`config.mk`:
```
export PLATFORM = sky130hd
export DESIGN_NAME = utf8_stream_decoder_core_flat
export DESIGN_NICKNAME = d
export VERILOG_FILES = /design/src/hw/rtl/utf8d_pkg.sv /design/src/hw/rtl/utf8d_ifs.sv /design/src/hw/rtl/utf8_stream_decoder_core.sv /design/src/flat_wrapper.sv
export VERILOG_INCLUDE_DIRS = /design/src /design/src/hw/rtl
export SDC_FILE = /design/constraint.sdc
export NUM_CORES = 1
export LEC_CHECK = 0
export CELL_PAD_IN_SITES_DETAIL_PLACEMENT = 1
export CELL_PAD_IN_SITES_GLOBAL_PLACEMENT = 1
export CORE_ASPECT_RATIO = 0.9
export CORE_MARGIN = 2
export CORE_UTILIZATION = 33
export DETAILED_ROUTE_END_ITERATION = 10
export DONT_BUFFER_PORTS = 1
export PLACE_DENSITY_LB_ADDON = 0.1
export SYNTH_ARGS = -nofsm -noshare
export SYNTH_HDL_FRONTEND = slang
export SYNTH_SLANG_ARGS = --single-unit
```
`constraint.sdc`:
```
create_clock -name clk -period 4.4 [get_ports clk]
set_clock_uncertainty 0.1 [all_clocks]
set_input_delay 1.1 -clock clk [delete_from_list [all_inputs] [get_ports clk]]
set_output_delay 1.1 -clock clk [all_outputs]
set_load 0.05 [all_outputs]
```
`src/hw/rtl/utf8_stream_decoder_core_macros.svh`:
```
// Assertion macros for the UTF-8 stream decoder RTL.
`ifndef UTF8_STREAM_DECODER_CORE_MACROS_SVH
`define UTF8_STREAM_DECODER_CORE_MACROS_SVH

// Same-cycle implication, checked at every rising edge outside reset.
`define UTF8D_ASSERT_NOW(label, ante, cons, msg) \
  label: assert property (@(posedge clk) disable iff (rst) (ante) |-> (cons)) \
    else $error(msg);

// Next-cycle implication, checked at every rising edge outside reset.
`define UTF8D_ASSERT_NEXT(label, ante, cons, msg) \
  label: assert property (@(posedge clk) disable iff (rst) (ante) |=> (cons)) \
    else $error(msg);

`endif

```
`src/hw/rtl/utf8d_pkg.sv`:
```
// Types, constants and helper functions for the UTF-8 stream decoder.
`default_nettype none

package utf8d_pkg;

  localparam int unsigned ACC_W = 31;

  localparam logic [7:0] CONT_MASK = 8'b1100_0000;
  localparam logic [7:0] CONT_MARK = 8'b1000_0000;
  localparam logic [7:0] LEAD6_MASK = 8'b1111_1100;
  localparam logic [7:0] LEAD6_MARK = 8'b1111_1100;
  localparam logic [7:0] LEAD5_MARK = 8'b1111_1000;
  localparam logic [7:0] LEAD4_MASK = 8'b1111_1000;
  localparam logic [7:0] LEAD4_MARK = 8'b1111_0000;
  localparam logic [7:0] LEAD3_MASK = 8'b1111_0000;
  localparam logic [7:0] LEAD3_MARK = 8'b1110_0000;
  localparam logic [7:0] FIRST_ILLEGAL = 8'hFE;
  localparam logic [5:0] PAYLOAD6 = 6'b11_1111;

  localparam logic signed [31:0] ERR_POINT = -32'sd1;

  typedef logic [2:0] seq_len_t;
  typedef logic [ACC_W-1:0] acc_t;

  typedef struct packed {
    logic signed [31:0] code_point;
    seq_len_t           seq_length;
    logic               bad_sequence;
  } result_t;

  // Least value that needs a sequence of the given length.
  function automatic acc_t min_value(input seq_len_t len);
    acc_t v;
    v = '0;
    unique case (len)
      3'd2:    v = acc_t'(32'h0000_0080);
      3'd3:    v = acc_t'(32'h0000_0800);
      3'd4:    v = acc_t'(32'h0001_0000);
      3'd5:    v = acc_t'(32'h0020_0000);
      3'd6:    v = acc_t'(32'h0400_0000);
      default: v = '0;
    endcase
    return v;
  endfunction

endpackage

`default_nettype wire

```
`src/hw/rtl/utf8d_ifs.sv`:
```
// Valid/ready channel interfaces for the byte input and the code point output.
`default_nettype none

interface utf8d_byte_if;
  logic       valid;
  logic       ready;
  logic [7:0] data_byte;
  logic       end_of_stream;

  modport source (output valid, output data_byte, output end_of_stream, input ready);
  modport sink   (input valid, input data_byte, input end_of_stream, output ready);
endinterface

interface utf8d_point_if;
  logic               valid;
  logic               ready;
  logic signed [31:0] code_point;
  logic [2:0]         seq_length;
  logic               bad_sequence;

  modport source (output valid, output code_point, output seq_length,
                  output bad_sequence, input ready);
  modport sink   (input valid, input code_point, input seq_length,
                  input bad_sequence, output ready);
endinterface

`default_nettype wire

```
`src/hw/rtl/utf8_stream_decoder_core.sv`:
```
// UTF-8 stream decoder (original 1-to-6-byte form): byte channel in, code points out.
//
// Usage: bytes enter on byte_stream, one per transaction, with end_of_stream
// marking the last byte of a buffer. Each transaction that ends a sequence
// produces exactly one transaction on point_stream carrying the code point,
// the number of bytes consumed and a bad_sequence flag (code_point is -1 on
// any error). Bytes that only open or extend a sequence produce nothing.
// Throughput is one byte per cycle while the output stage has room; decoding
// is a single pass of shifts and compares from the sequence state registers
// into the result register. The result of a byte enters the output stage at
// the edge that accepts it. A two-entry output stage (main plus skid
// register) lets the decoder keep taking bytes while a result waits; ready on
// byte_stream drops only when both entries are full, so a stalled receiver
// back-pressures the input after at most one extra result. Synchronous
// active-high reset returns the decoder to the idle state between sequences
// and empties the output stage.
`default_nettype none

module utf8_stream_decoder_core (
  input  wire logic    clk,
  input  wire logic    rst,
  utf8d_byte_if.sink   byte_stream,
  utf8d_point_if.source point_stream
);
  import utf8d_pkg::*;

  `include "utf8_stream_decoder_core_macros.svh"

  // Sequence state.
  seq_len_t bytes_left, bytes_left_next;
  seq_len_t expected_length, expected_length_next;
  acc_t     accumulator, accumulator_next;
  logic     sequence_failed, sequence_failed_next;

  // Output stage.
  result_t  main_res, skid_res;
  logic     main_valid, skid_valid;

  logic     res_valid;
  result_t  res;
  logic     in_fire, out_fire;

  logic [7:0] b;
  logic       last;
  seq_len_t   left_dec;
  acc_t       acc_shift;
  logic       failed_upd;

  assign b    = byte_stream.data_byte;
  assign last = byte_stream.end_of_stream;

  assign byte_stream.ready = !skid_valid;
  assign in_fire  = byte_stream.valid && byte_stream.ready;
  assign out_fire = point_stream.valid && point_stream.ready;

  assign left_dec   = bytes_left - 3'd1;
  assign acc_shift  = {accumulator[ACC_W-7:0], b[5:0] & PAYLOAD6};
  assign failed_upd = sequence_failed || ((b & CONT_MASK) != CONT_MARK);

  // Single-pass decode of one byte against the current sequence state.
  always_comb begin
    bytes_left_next      = bytes_left;
    expected_length_next = expected_length;
    accumulator_next     = accumulator;
    sequence_failed_next = sequence_failed;
    res_valid            = 1'b0;
    res.code_point       = ERR_POINT;
    res.seq_length       = 3'd1;
    res.bad_sequence     = 1'b1;

    if (bytes_left == '0) begin
      if (!b[7]) begin
        res_valid        = 1'b1;
        res.code_point   = {24'd0, b};
        res.bad_sequence = 1'b0;
      end else if (((b & CONT_MASK) == CONT_MARK) || (b >= FIRST_ILLEGAL)) begin
        // Stray continuation byte or a byte never legal in UTF-8.
        res_valid = 1'b1;
      end else if (last) begin
        // Lead byte cut off by the end of the buffer; state stays idle.
        res_valid = 1'b1;
      end else begin
        sequence_failed_next = 1'b0;
        priority if ((b & LEAD6_MASK) == LEAD6_MARK) begin
          expected_length_next = 3'd6;
          accumulator_next     = acc_t'(b[0]);
        end else if ((b & LEAD6_MASK) == LEAD5_MARK) begin
          expected_length_next = 3'd5;
          accumulator_next     = acc_t'(b[1:0]);
        end else if ((b & LEAD4_MASK) == LEAD4_MARK) begin
          expected_length_next = 3'd4;
          accumulator_next     = acc_t'(b[2:0]);
        end else if ((b & LEAD3_MASK) == LEAD3_MARK) begin
          expected_length_next = 3'd3;
          accumulator_next     = acc_t'(b[3:0]);
        end else begin
          expected_length_next = 3'd2;
          accumulator_next     = acc_t'(b[4:0]);
        end
        bytes_left_next = expected_length_next - 3'd1;
      end
    end else if (left_dec == '0) begin
      // Final byte of the sequence: check form and overlong encoding.
      res_valid      = 1'b1;
      res.seq_length = expected_length;
      if (!failed_upd && (acc_shift >= min_value(expected_length))) begin
        res.code_point   = {1'b0, acc_shift};
        res.bad_sequence = 1'b0;
      end
      bytes_left_next      = '0;
      expected_length_next = '0;
      accumulator_next     = '0;
      sequence_failed_next = 1'b0;
    end else if (last) begin
      // Truncated: report the bytes taken so far and return to idle.
      res_valid            = 1'b1;
      res.seq_length       = expected_length - left_dec;
      bytes_left_next      = '0;
      expected_length_next = '0;
      accumulator_next     = '0;
      sequence_failed_next = 1'b0;
    end else begin
      bytes_left_next      = left_dec;
      accumulator_next     = acc_shift;
      sequence_failed_next = failed_upd;
    end
  end

  always_ff @(posedge clk) begin
    if (rst) begin
      bytes_left      <= '0;
      expected_length <= '0;
      accumulator     <= '0;
      sequence_failed <= 1'b0;
    end else if (in_fire) begin
      bytes_left      <= bytes_left_next;
      expected_length <= expected_length_next;
      accumulator     <= accumulator_next;
      sequence_failed <= sequence_failed_next;
    end
  end

  // Two-entry output stage: the skid entry always drains into main first.
  always_ff @(posedge clk) begin
    if (rst) begin
      main_valid <= 1'b0;
      skid_valid <= 1'b0;
    end else if (out_fire || !main_valid) begin
      if (skid_valid) begin
        main_valid <= 1'b1;
        skid_valid <= in_fire && res_valid;
      end else begin
        main_valid <= in_fire && res_valid;
        skid_valid <= 1'b0;
      end
    end else if (in_fire && res_valid) begin
      skid_valid <= 1'b1;
    end
  end

  always_ff @(posedge clk) begin
    if (out_fire || !main_valid) begin
      if (skid_valid) begin
        main_res <= skid_res;
        if (in_fire && res_valid) begin
          skid_res <= res;
        end
      end else if (in_fire && res_valid) begin
        main_res <= res;
      end
    end else if (in_fire && res_valid) begin
      skid_res <= res;
    end
  end

  assign point_stream.valid        = main_valid;
  assign point_stream.code_point   = main_res.code_point;
  assign point_stream.seq_length   = main_res.seq_length;
  assign point_stream.bad_sequence = main_res.bad_sequence;

  // The skid entry is only ever filled behind a held main entry.
  `UTF8D_ASSERT_NOW(a_skid_behind_main, skid_valid, main_valid, "skid holds data, main empty")
  // A sequence never expects more continuation bytes than its length allows.
  `UTF8D_ASSERT_NOW(a_left_below_len, bytes_left != '0, bytes_left < expected_length,
                    "continuation count exceeds sequence length")
  // A result produced while the receiver stalls a full main entry lands in skid.
  `UTF8D_ASSERT_NEXT(a_result_kept, in_fire && res_valid && main_valid && !out_fire,
                     skid_valid, "result dropped under stall")

endmodule

`default_nettype wire
```
`src/flat_wrapper.sv`:
```
// flat-port wrapper written by rule: the top's interface ports become plain ports
module utf8_stream_decoder_core_flat import utf8d_pkg::*;
  (clk, rst, byte_stream_valid, byte_stream_data_byte, byte_stream_end_of_stream, byte_stream_ready, point_stream_valid, point_stream_code_point, point_stream_seq_length, point_stream_bad_sequence, point_stream_ready);
  utf8d_byte_if byte_stream_i ();
  utf8d_point_if point_stream_i ();
  input  wire logic clk;
  input  wire logic rst;
  input wire logic [$bits(byte_stream_i.valid)-1:0] byte_stream_valid;
  input wire logic [$bits(byte_stream_i.data_byte)-1:0] byte_stream_data_byte;
  input wire logic [$bits(byte_stream_i.end_of_stream)-1:0] byte_stream_end_of_stream;
  output wire logic [$bits(byte_stream_i.ready)-1:0] byte_stream_ready;
  output wire logic [$bits(point_stream_i.valid)-1:0] point_stream_valid;
  output wire logic [$bits(point_stream_i.code_point)-1:0] point_stream_code_point;
  output wire logic [$bits(point_stream_i.seq_length)-1:0] point_stream_seq_length;
  output wire logic [$bits(point_stream_i.bad_sequence)-1:0] point_stream_bad_sequence;
  input wire logic [$bits(point_stream_i.ready)-1:0] point_stream_ready;
  assign byte_stream_i.valid = byte_stream_valid;
  assign byte_stream_i.data_byte = byte_stream_data_byte;
  assign byte_stream_i.end_of_stream = byte_stream_end_of_stream;
  assign byte_stream_ready = byte_stream_i.ready;
  assign point_stream_valid = point_stream_i.valid;
  assign point_stream_code_point = point_stream_i.code_point;
  assign point_stream_seq_length = point_stream_i.seq_length;
  assign point_stream_bad_sequence = point_stream_i.bad_sequence;
  assign point_stream_i.ready = point_stream_ready;
  utf8_stream_decoder_core u_core (.clk(clk), .rst(rst), .byte_stream(byte_stream_i), .point_stream(point_stream_i));
endmodule
```
# == Word level (Yosys, flattened, before mapping) ==
# Cells that the tools add are included.
# totals
register_bits,106
inputBits,13
out_inout_bits,38
# classes
add_sub_neg,3
magnitude_cmp,2
n_eq_ne,15
muxes,64
n_reduce_logical,18
# ops
cell,count
$mux W25,8
$mux W36,5
$pmux W27 S5,1
$mux W32,4
$mux W3,22
$mux W31,2
$ge A31 B31 Y1,1
$mux W1,20
$eq A6 B6 Y1 const B,2
$mux W5,2
$eq A3 B3 Y1 const B,3
$ge A8 B8 Y1 const B,1
$ne A2 B2 Y1 const B,4
$eq A3 B2 Y1 const B,2
$logic_not A3 Y1,2
$sub A3 B1 Y3 const B,2
$eq A5 B5 Y1 const B,1
$reduce_and A5 Y1,1
$eq A4 B4 Y1 const B,1
$logic_and A1 B1 Y1,4
$reduce_and A4 Y1,1
$reduce_bool A2 Y1,2
$logic_not A1 Y1,3
$logic_or A1 B1 Y1,3
5 further kinds,5

# == Depth between registers and ports, before layout ==
# Gate-level depths: netlist (run 1).
# depth
word_depth,14
ltp_mapped,9
depth_no_buf,9

# == Worst setup path after synthesis (run 1) ==
# Ideal clock, no wire load.
# synth_timing
path_kind,in2reg
start,in byte_stream_data_byte[5]
end,reg u_core.skid_res[0] (netlist bit) (enable)
setup_ns,0.471
arrival_time_ns,4.088
setup_slack_ns,-0.259
stages,5
path_buffers,1
cell_sequence,clkbuf_1 > a311oi_1 > nand2_1 > nand2_1 > nor3_1
# synth_lines
item,line,source
"start, declared",flat_wrapper.sv:9,input wire logic [$bits(byte_stream_i.data_byte)-1:0] byte_stream_data_byte;
"end signal, assigned",utf8_stream_decoder_core.sv:166,skid_res <= res;
"end signal, assigned",utf8_stream_decoder_core.sv:172,skid_res <= res;
"end, declared",utf8_stream_decoder_core.sv:36,"result_t main_res, skid_res;"

# == Worst setup path after layout (run 1) ==
# layout_timing
start,reg u_core.expected_length[2]
end,"reg u_core.main_res, in the netlist u_core.point_stream.code_point[5] (data pin)"
# layout_via
elab_chain_cells,11
elab_cells_between_ends,15
# layout_rtl
item,line,source
"start, declared",utf8_stream_decoder_core.sv:31,"seq_len_t expected_length, expected_length_next;"
"start signal, assigned",utf8_stream_decoder_core.sv:137,expected_length <= expected_length_next;
$eq A3 B3 Y1 or $eq A3 B2 Y1 (tied branches),utf8d_pkg.sv:35,unique case (len)
$pmux W27 S5 *,utf8d_pkg.sv:35,
$mux W31 *,utf8_stream_decoder_core.sv:102,end else if (left_dec == '0) begin
$mux W31 *,utf8_stream_decoder_core.sv:71,if (bytes_left == '0) begin
$ge A31 B31 Y1 *,utf8_stream_decoder_core.sv:106,if (!failed_upd && (acc_shift >= min_value(expected_length))) begin
$logic_and A1 B1 Y1 *,utf8_stream_decoder_core.sv:106,
$mux W32 *,utf8_stream_decoder_core.sv:106,
$mux W32 *,utf8_stream_decoder_core.sv:102,
$mux W32 *,utf8_stream_decoder_core.sv:71,
$mux W36 *,utf8_stream_decoder_core.sv:168,end else if (in_fire && res_valid) begin
$mux W36 *,utf8_stream_decoder_core.sv:163,if (skid_valid) begin
"end signal, assigned",utf8_stream_decoder_core.sv:164,main_res <= skid_res;
"end signal, assigned",utf8_stream_decoder_core.sv:169,main_res <= res;
"end, declared",utf8_stream_decoder_core.sv:36,
# Every way passes the cells marked *; elsewhere a longest branch is shown, timed or not. The select of a mux whose other input is x is not followed.
# A chain may end at the register's enable or synchronous reset.

==> results of run 1 <==
per-stage QoR:
| stage | cell area, um2 | hold WS, ns |
|---|---|---|
| 5_1_grt | 5470 | 0.419 |
| 3_5_place_dp | 5160 | 0.379 |
| 2_1_floorplan | 4980 | 0.353 |
| 4_1_cts | 5470 | 0.390 |
| 6_report | 5470 | 0.390 |
| 3_3_place_gp | 5160 | 0.381 |
power by group:
part / internal, uW / switching (uW) / total, uW
Sequential: 1160 / 206 / 1360
Combinational: 122 / 305 / 427
Clock: 460 / 382 / 842
Total: 1740 / 893 / 2630
per-layer routing:
layer | up-vias | wire length [um] | global-route usage
met5 | - | 0 | 0
met4 | 0 | 295 | 0.0765
met3 | 16 | 361 | 0.0277
met2 | 54 | 6300 | 0.277
met1 | 1869 | 6980 | 0.249
li1 | 1785 | - | -
placed cells by master, fill, tap and decap left out, drive strengths merged, types with 2 or more instances in the layout:
| master | instances |
|---|---|
| a311oi | 25 |
| a31oi | 9 |
| or4 | 3 |
| edfxtp | 70 |
| buf | 13 |
| nor2b | 2 |
| inv | 11 |
| o2111ai | 3 |
| nor2 | 42 |
| nand2 | 60 |
| mux2i | 3 |
| a21oi | 58 |
| nor4 | 4 |
| xnor2 | 3 |
| dfxtp | 34 |
| o2bb2ai | 6 |
| clkbuf | 10 |
| nand3 | 25 |
| a21o | 2 |
| clkinv | 4 |
| nand2b | 3 |
| or2 | 2 |
| o21ai | 31 |
| a2111oi | 2 |
| mux2 | 2 |
| o22ai | 2 |
| nor3 | 6 |
| a211oi | 7 |
| ha | 10 |
| o21bai | 5 |
| nand4 | 4 |
| o31ai | 4 |
final cells by class:
cell class,count,area [um2]
Multi-Input combinational cell,333,1990
Fill cell,1658,9250
Clock inverter,6,67.6
Clock buffer,10,239
Sequential cell,104,2780
Tap cell,198,248
Inverter,11,41.3
Timing Repair Buffer,13,97.6
critical path, stage by stage (launching register included):
cell	delay (ns)
dfxtp_1	0.47
nand3_1	0.12
ha_1	0.35
nand2_1	0.08
or3b_1	0.37
or4_4	0.56
nand2_1	0.74
buf_4	0.31
a31oi_1	0.09
sequential cells by signal, summed over array words and instances, names as in the netlist:
register	flops
u_core.skid_res	35
u_core.point_stream.code_point	31
u_core.bytes_left	3
u_core.point_stream.valid	1
u_core.point_stream.bad_sequence	1
u_core.sequence_failed	1
u_core.accumulator	25
u_core.expected_length	3
u_core.skid_valid	1
u_core.point_stream.seq_length	3
final timing paths:
check	from	to	cells past startpoint
max	u_core.expected_length[2]$_SDFFE_PP0P_	u_core.point_stream.code_point[5]$_DFFE_PP_	8
min reg2reg	u_core.accumulator[0]$_SDFFE_PP0P_	u_core.accumulator[0]$_SDFFE_PP0P_	2
min	u_core.accumulator[0]$_SDFFE_PP0P_	u_core.accumulator[0]$_SDFFE_PP0P_	2
max reg2reg	u_core.expected_length[2]$_SDFFE_PP0P_	u_core.point_stream.code_point[5]$_DFFE_PP_	8
cells by family after synthesis:
logic type	synth area share
xor+xnor	0.00528
flops	0.559
compound gates	0.204
buf+inv	0.0468
simple gates	0.145
mux	0.0106
fa+ha+maj	0.0292
==> reports/metrics.yaml, run 1 <==
synth:
  synth_top_area_frac: 0.423
  syn-instance-count: 491
  synth-main-ff-cell: "edfxtp_1"
  synth.net_count: 515
  ys_seq_area_frac: 0.559
  synth.distinct_cells: 51
  synth.most_common_cell: "edfxtp_1"
  yosys.area.top_type: "edfxtp_1"
  synth_commonest_cells: "edfxtp_1 (70), nand2_1 (60), a21oi_1 (56), nor2_1 (42), clkbuf_1 (35)"
  synth_warnings: 0
  synth.area.top_cells: "edfxtp_1 (42%), dfxtp_1 (14%), a21oi_1 (5.6%)"
  ys_ff_latch: 104
  avgSynthCellArea_um2: 10.1
  synth-edff-count: 70
  synthArstFlopShare: 0
  synth_area_um2: 4970
floorplanning:
  die_w_um: 133
  rows: 42
  fp.dieH_um: 120
  die_area_um2: 16100
  io_pins: 51
  start_util: 0.338
  core_area_um2: 14700
grt:
  grt_usage: 0.179
  gr-total-overflow: 0
  grt_pass1_wl_um: 21700
  antenna_found_initial: 0
  grt_max_degree: 39
  grt_pass1_vias: 3739
outcome:
  status: "finished clean"
place:
  hpwl_um: 9170
  dpl.cell_count: 659
  port_buffers: 0
  post-place-ws_ns: 0.782
  place_congestion: 0.794
timing:
  worst_pin_slew_ns: 0.974
  hold_viol: 0
  setup_viol: 0
  min_period_ns: 3.49
  slew_headroom: 0.349
  period_share: 0.794
  rsz0062_at_grt: "false"
  tns_ns: 0
  report.final.slew_viol_count: 0
  max_freq_ghz: 0.286
  fin_ws_ns: 0.907
cells_and_area:
  layout.nets: 496
  finalNonFillerCells: 675
  syn_to_final_growth_pct: 9.93
  final_util: 0.372
  layout-drive-gt1-share: 0.0943
  diodes: 0
route:
  drtIter0Drc: 200
  vias_per_cell: 5.52
  totalWireLength_um: 13900
  vias: 3724
  wl_per_cell_um: 20.6
  ant_nets: 0
  detail_route.first_pass.iterations: 4
  drc: 0
worst_setup_path:
  path_max_fanout: 21
  critPathKind: "flip-flop to flip-flop"
  cp.arrival_ns: 3.45
  worstSetupStartpointType: "flip-flop"
  r2r_slack_ns: 0.91
  worstPathRequired_ns: 4.36
  endpoint_kind: "flip-flop"
power_and_ir_drop:
  peakVddDrop_uv: 193
  p_leak_uw: 0.00169
  p_per_area_nw_per_um2: 482
  finalPower_uw: 2630
job:
  max_cap_viol_count: 0
worst_hold_path:
  hold_class: "flip-flop to flip-flop"
clock_tree:
  cts_setup_buffers: 0
  tritoncts: "built"
  clock_path_buffers: 2
  clk_latency_ns: 0.36
  hold_buffers: 0
  htreeDepth: 3
  clk_pin_slew_ns: 0.07
  clock-sinks: 104
  root_buffer: "clkbuf_16"
  cts_resized: 0
  numCtsBuffers: 9
(Power assumes the default switching activity.)
==> run 2, diff against run 1 <==
==> constraint.sdc (replaced) <==
create_clock -name clk -period 3.45 [get_ports clk]
set_clock_uncertainty 0.1 [all_clocks]
set_input_delay 0.8625 -clock clk [delete_from_list [all_inputs] [get_ports clk]]
set_output_delay 0.8625 -clock clk [all_outputs]
set_load 0.05 [all_outputs]
==> reports/metrics.yaml, run 2 (same netlist as run 1, synthesis figures left out) <==
outcome:
  status: "finished clean"
timing:
  min_period_ns: 2.97
  fin_ws_ns: 0.478
  period_share: 0.861
  rsz0062_at_grt: "false"
  max_freq_ghz: 0.337
  hold_viol: 0
  tns_ns: 0
  report.final.slew_viol_count: 0
  slew_headroom: 0.402
  setup_viol: 0
  worst_pin_slew_ns: 0.899
grt:
  grt_pass1_vias: 3910
  gr-total-overflow: 0
  grt_usage: 0.191
  antenna_found_initial: 0
  grt_pass1_wl_um: 23200
  grt_max_degree: 39
place:
  hpwl_um: 9490
  port_buffers: 0
  place_congestion: 0.780
  post-place-ws_ns: 0.411
worst_setup_path:
  worstPathRequired_ns: 3.48
  critPathKind: "flip-flop to flip-flop"
  path_max_fanout: 30
  cp.arrival_ns: 3.00
  worstSetupStartpointType: "flip-flop"
  endpoint_kind: "flip-flop"
power_and_ir_drop:
  seq_power_share: 0.519
  p_sw_frac: 0.339
  clkPwrFrac: 0.309
  peakVddDrop_uv: 266
  intPower_uw: 2220
  p_leak_uw: 0.00173
  pwr-share-comb: 0.172
  p_per_area_nw_per_um2: 607
  p_sw_uw: 1140
route:
  wl_per_cell_um: 21.2
  totalWireLength_um: 14500
  vias: 3787
  drtIter0Drc: 252
  vias_per_cell: 5.54
  ant_nets: 0
  drc: 0
  detail_route.first_pass.iterations: 5
clock_tree:
  numCtsBuffers: 9
  clk_pin_slew_ns: 0.07
  cts_setup_buffers: 0
  tritoncts: "built"
  clk_latency_ns: 0.35
  htreeDepth: 3
  hold_buffers: 0
  clock-sinks: 104
  root_buffer: "clkbuf_16"
  cts_resized: 0
  clock_path_buffers: 2
cells_and_area:
  diodes: 0
  largest_register: "u_core.skid_res"
  largest_register_ff_count: 35
  layout-drive-gt1-share: 0.105
  syn_to_final_growth_pct: 11.2
  layout_common_cells: "edfxtp_1 (70), nand2_1 (60), a21oi_1 (55)"
  layout.nets: 505
  fillers: 1656
  final_common_cell: "edfxtp_1"
floorplanning:
  die_area_um2: 16100
  start_util: 0.338
  core_area_um2: 14700
  io_pins: 51
  rows: 42
  fp.dieH_um: 120
  die_w_um: 133
job:
  max_cap_viol_count: 0
worst_hold_path:
  hold_class: "flip-flop to flip-flop"
run 2: cell count changes in the layout (fill, tap and decap cells not counted), sizes merged:
cell      change
buf           +9
clkbuf        +1
clkinvlp      -1
run 2: stage by stage:
step | utilization | total power [uW] | area, um2 | hold WS [ns] | instances
after floorplan | - | 2150 | 4980 | 0.353 | 491
after CTS | 0.376 | 3390 | 5530 | 0.395 | 684
after global routing | 0.376 | 3520 | 5530 | 0.429 | 684
after detailed placement | 0.356 | 2350 | 5240 | 0.385 | 668
final | 0.376 | 3360 | 5530 | 0.393 | 684
after global placement | 0.356 | 2340 | 5240 | 0.384 | 668
run 2: power groups by stage:
stage	Clock, uW	Combinational, uW	Sequential [uW]
after global routing	1120	646	1750
after global placement	0	573	1770
after CTS	1060	584	1740
after floorplan	0	404	1750
final	1040	577	1740
after detailed placement	0	579	1770
run 2: area by class of cell:
type / instances / area [um2] / area share
Clock buffer: 11 / 233 / 0.0421
Clock inverter: 5 / 56.3 / 0.0102
Inverter: 11 / 41.3 / 0.00746
Multi-Input combinational cell: 333 / 1990 / 0.360
Sequential cell: 104 / 2780 / 0.503
Tap cell: 198 / 248 / 0.0448
Timing Repair Buffer: 22 / 178 / 0.0321
run 2: metal layers:
layer	part of all wire	routed length [um]	vias to the layer above	GRT usage
li1	-	-	1816	-
met1	0.50	7200	1891	0.269
met2	0.46	6660	70	0.302
met3	0.032	466	10	0.0356
met4	0.011	162	0	0.0512
met5	0	0	-	0
run 2: path summary, 6_finish.rpt:
kind | start | end | slack (ns) | cells past startpoint
min | u_core.accumulator[23]$_SDFFE_PP0P_ | u_core.accumulator[23]$_SDFFE_PP0P_ | 0.39 | 2
min reg2reg | u_core.accumulator[23]$_SDFFE_PP0P_ | u_core.accumulator[23]$_SDFFE_PP0P_ | 0.39 | 2
max reg2reg | u_core.expected_length[0]$_SDFFE_PP0P_ | u_core.point_stream.code_point[15]$_DFFE_PP_ | 0.48 | 9
max | u_core.expected_length[0]$_SDFFE_PP0P_ | u_core.point_stream.code_point[15]$_DFFE_PP_ | 0.48 | 9
run 2: critical path: stages, from the launching register on:
cell	delay, ns
dfxtp_1	0.40
inv_1	0.13
or3_1	0.40
ha_1	0.18
or4_1	0.45
a211oi_1	0.26
or4_4	0.19
nand2_1	0.08
buf_12	0.21
a311oi_1	0.34
==> run 3, diff against run 2 <==
--- a/config.mk
+++ b/config.mk
@@ -11,9 +11,11 @@
 export CORE_ASPECT_RATIO = 0.9
 export CORE_MARGIN = 2
 export CORE_UTILIZATION = 33
+export CTS_CLUSTER_DIAMETER = 40
 export DETAILED_ROUTE_END_ITERATION = 10
 export DONT_BUFFER_PORTS = 1
 export PLACE_DENSITY_LB_ADDON = 0.1
 export SYNTH_ARGS = -nofsm -noshare
 export SYNTH_HDL_FRONTEND = slang
 export SYNTH_SLANG_ARGS = --single-unit
+export TNS_END_PERCENT = 1
==> constraint.sdc (replaced) <==
create_clock -name clk -period 3.2 [get_ports clk]
set_clock_uncertainty 0.1 [all_clocks]
set_input_delay 0.8 -clock clk [delete_from_list [all_inputs] [get_ports clk]]
set_output_delay 0.8 -clock clk [all_outputs]
set_load 0.05 [all_outputs]
==> reports/metrics.yaml, run 3 (same netlist as run 1, synthesis figures left out) <==
cells_and_area:
  syn_to_final_growth_pct: 11.6
  finalNonFillerCells: 688
  layout.nets: 509
  diodes: 0
  largest_register_ff_count: 35
  layout_common_cells: "edfxtp_1 (70), nand2_1 (60), a21oi_1 (55)"
  largest_register: "u_core.skid_res"
  final_common_cell: "edfxtp_1"
  layout-drive-gt1-share: 0.114
grt:
  grt_usage: 0.189
  grt_pass1_vias: 3905
  antenna_found_initial: 0
  grt_pass1_wl_um: 22900
  gr-total-overflow: 0
  grt_max_degree: 39
timing:
  worst_pin_slew_ns: 0.914
  slew_headroom: 0.392
  min_period_ns: 2.97
  fin_ws_ns: 0.225
  tns_ns: 0
  report.final.slew_viol_count: 0
  hold_viol: 0
  max_freq_ghz: 0.336
  period_share: 0.930
  setup_viol: 0
  rsz0062_at_grt: "false"
route:
  drtIter0Drc: 231
  drc: 0
  detail_route.first_pass.iterations: 4
  totalWireLength_um: 14400
  ant_nets: 0
  vias: 3839
  vias_per_cell: 5.58
  wl_per_cell_um: 21.0
clock_tree:
  tritoncts: "built"
  root_buffer: "clkbuf_16"
  clock-sinks: 104
  htreeDepth: 3
  numCtsBuffers: 9
  clock_path_buffers: 2
  clk_pin_slew_ns: 0.07
  clk_latency_ns: 0.36
  cts_setup_buffers: 0
  hold_buffers: 0
floorplanning:
  io_pins: 51
  die_area_um2: 16100
  core_area_um2: 14700
  start_util: 0.338
  die_w_um: 133
  rows: 42
  fp.dieH_um: 120
worst_setup_path:
  worstPathRequired_ns: 3.25
  critPathKind: "flip-flop to flip-flop"
  cp.arrival_ns: 3.02
  endpoint_kind: "flip-flop"
  path_max_fanout: 14
  worstSetupStartpointType: "flip-flop"
power_and_ir_drop:
  seq_power_share: 0.532
  p_leak_uw: 0.00174
  pwr-share-comb: 0.172
  p_sw_uw: 1200
  peakVddDrop_uv: 302
  p_sw_frac: 0.341
  intPower_uw: 2330
  clkPwrFrac: 0.296
  p_per_area_nw_per_um2: 636
worst_hold_path:
  hold_class: "flip-flop to flip-flop"
place:
  place_congestion: 0.740
  post-place-ws_ns: 0.0901
  hpwl_um: 9660
  port_buffers: 0
  dpl.cell_count: 672
job:
  max_cap_viol_count: 0
outcome:
  status: "finished clean"
==> run 3: cell types whose count changed in the layout (fill, tap and decap cells not counted) <==
cell,before,now
a211oi_2,0,1
clkinv_4,1,0
a211oi_1,7,6
clkbuf_8,0,1
clkinv_1,2,3
bufinv_16,1,0
buf_4,21,25
a311oi_1,25,24
a311oi_2,0,1
==> run 3: final cells by class <==
class | count | area, um2
multi-input combinational | 333 | 2000
tap | 198 | 248
inverter | 11 | 41.3
timing repair buffer | 26 | 208
fill | 1635 | 9160
sequential | 104 | 2780
clock inverter | 4 | 21.3
clock buffer | 12 | 246
==> run 3: timing repair <==
action                                 in CTS  in global routing
endpoints found under the hold margin       0                  0
gates resized for setup                     0                  2
setup endpoints to repair                   0                 18
==> run 3: layer usage <==
metal	up-vias	global-route usage	part of all wire
met5	-	0	0
met4	0	0.0638	0.017
met3	18	0.0356	0.036
met2	75	0.304	0.48
met1	1929	0.257	0.47
li1	1817	-	-
==> run 3: power by group through the flow <==
stage	clock (uW)	sequential, uW	combinational (uW)
4_1_cts	1080	1880	620
2_1_floorplan	0	1890	435
6_report	1050	1880	609
5_1_grt	1130	1890	684
3_5_place_dp	0	1910	617
3_3_place_gp	0	1910	611
==> run 3: stage by stage <==
step | total power (uW) | area [um2] | util | hold slack, ns
2_1_floorplan | 2320 | 4980 | - | 0.353
3_3_place_gp | 2520 | 5270 | 0.358 | 0.375
3_5_place_dp | 2530 | 5270 | 0.358 | 0.379
4_1_cts | 3580 | 5540 | 0.377 | 0.390
5_1_grt | 3710 | 5550 | 0.377 | 0.398
6_report | 3530 | 5550 | 0.377 | 0.398
==> run 3: worst paths after layout <==
| check | from | end | slack, ns | depth (start not counted) |
|---|---|---|---|---|
| max | u_core.expected_length[1]$_SDFFE_PP0P_ | u_core.point_stream.code_point[7]$_DFFE_PP_ | 0.23 | 9 |
| min | u_core.accumulator[22]$_SDFFE_PP0P_ | u_core.accumulator[22]$_SDFFE_PP0P_ | 0.40 | 2 |
| max reg2reg | u_core.expected_length[1]$_SDFFE_PP0P_ | u_core.point_stream.code_point[7]$_DFFE_PP_ | 0.23 | 9 |
| min reg2reg | u_core.accumulator[22]$_SDFFE_PP0P_ | u_core.accumulator[22]$_SDFFE_PP0P_ | 0.40 | 2 |
==> run 3: worst max-delay path, stage by stage, from the launching register on <==
cell and delay [ns]:
dfxtp_1 0.39, inv_1 0.14, or3_1 0.40, ha_1 0.20
or4_1 0.47, a211oi_2 0.23, or4_4 0.18, nand2_1 0.10
buf_4 0.24, a311oi_1 0.32
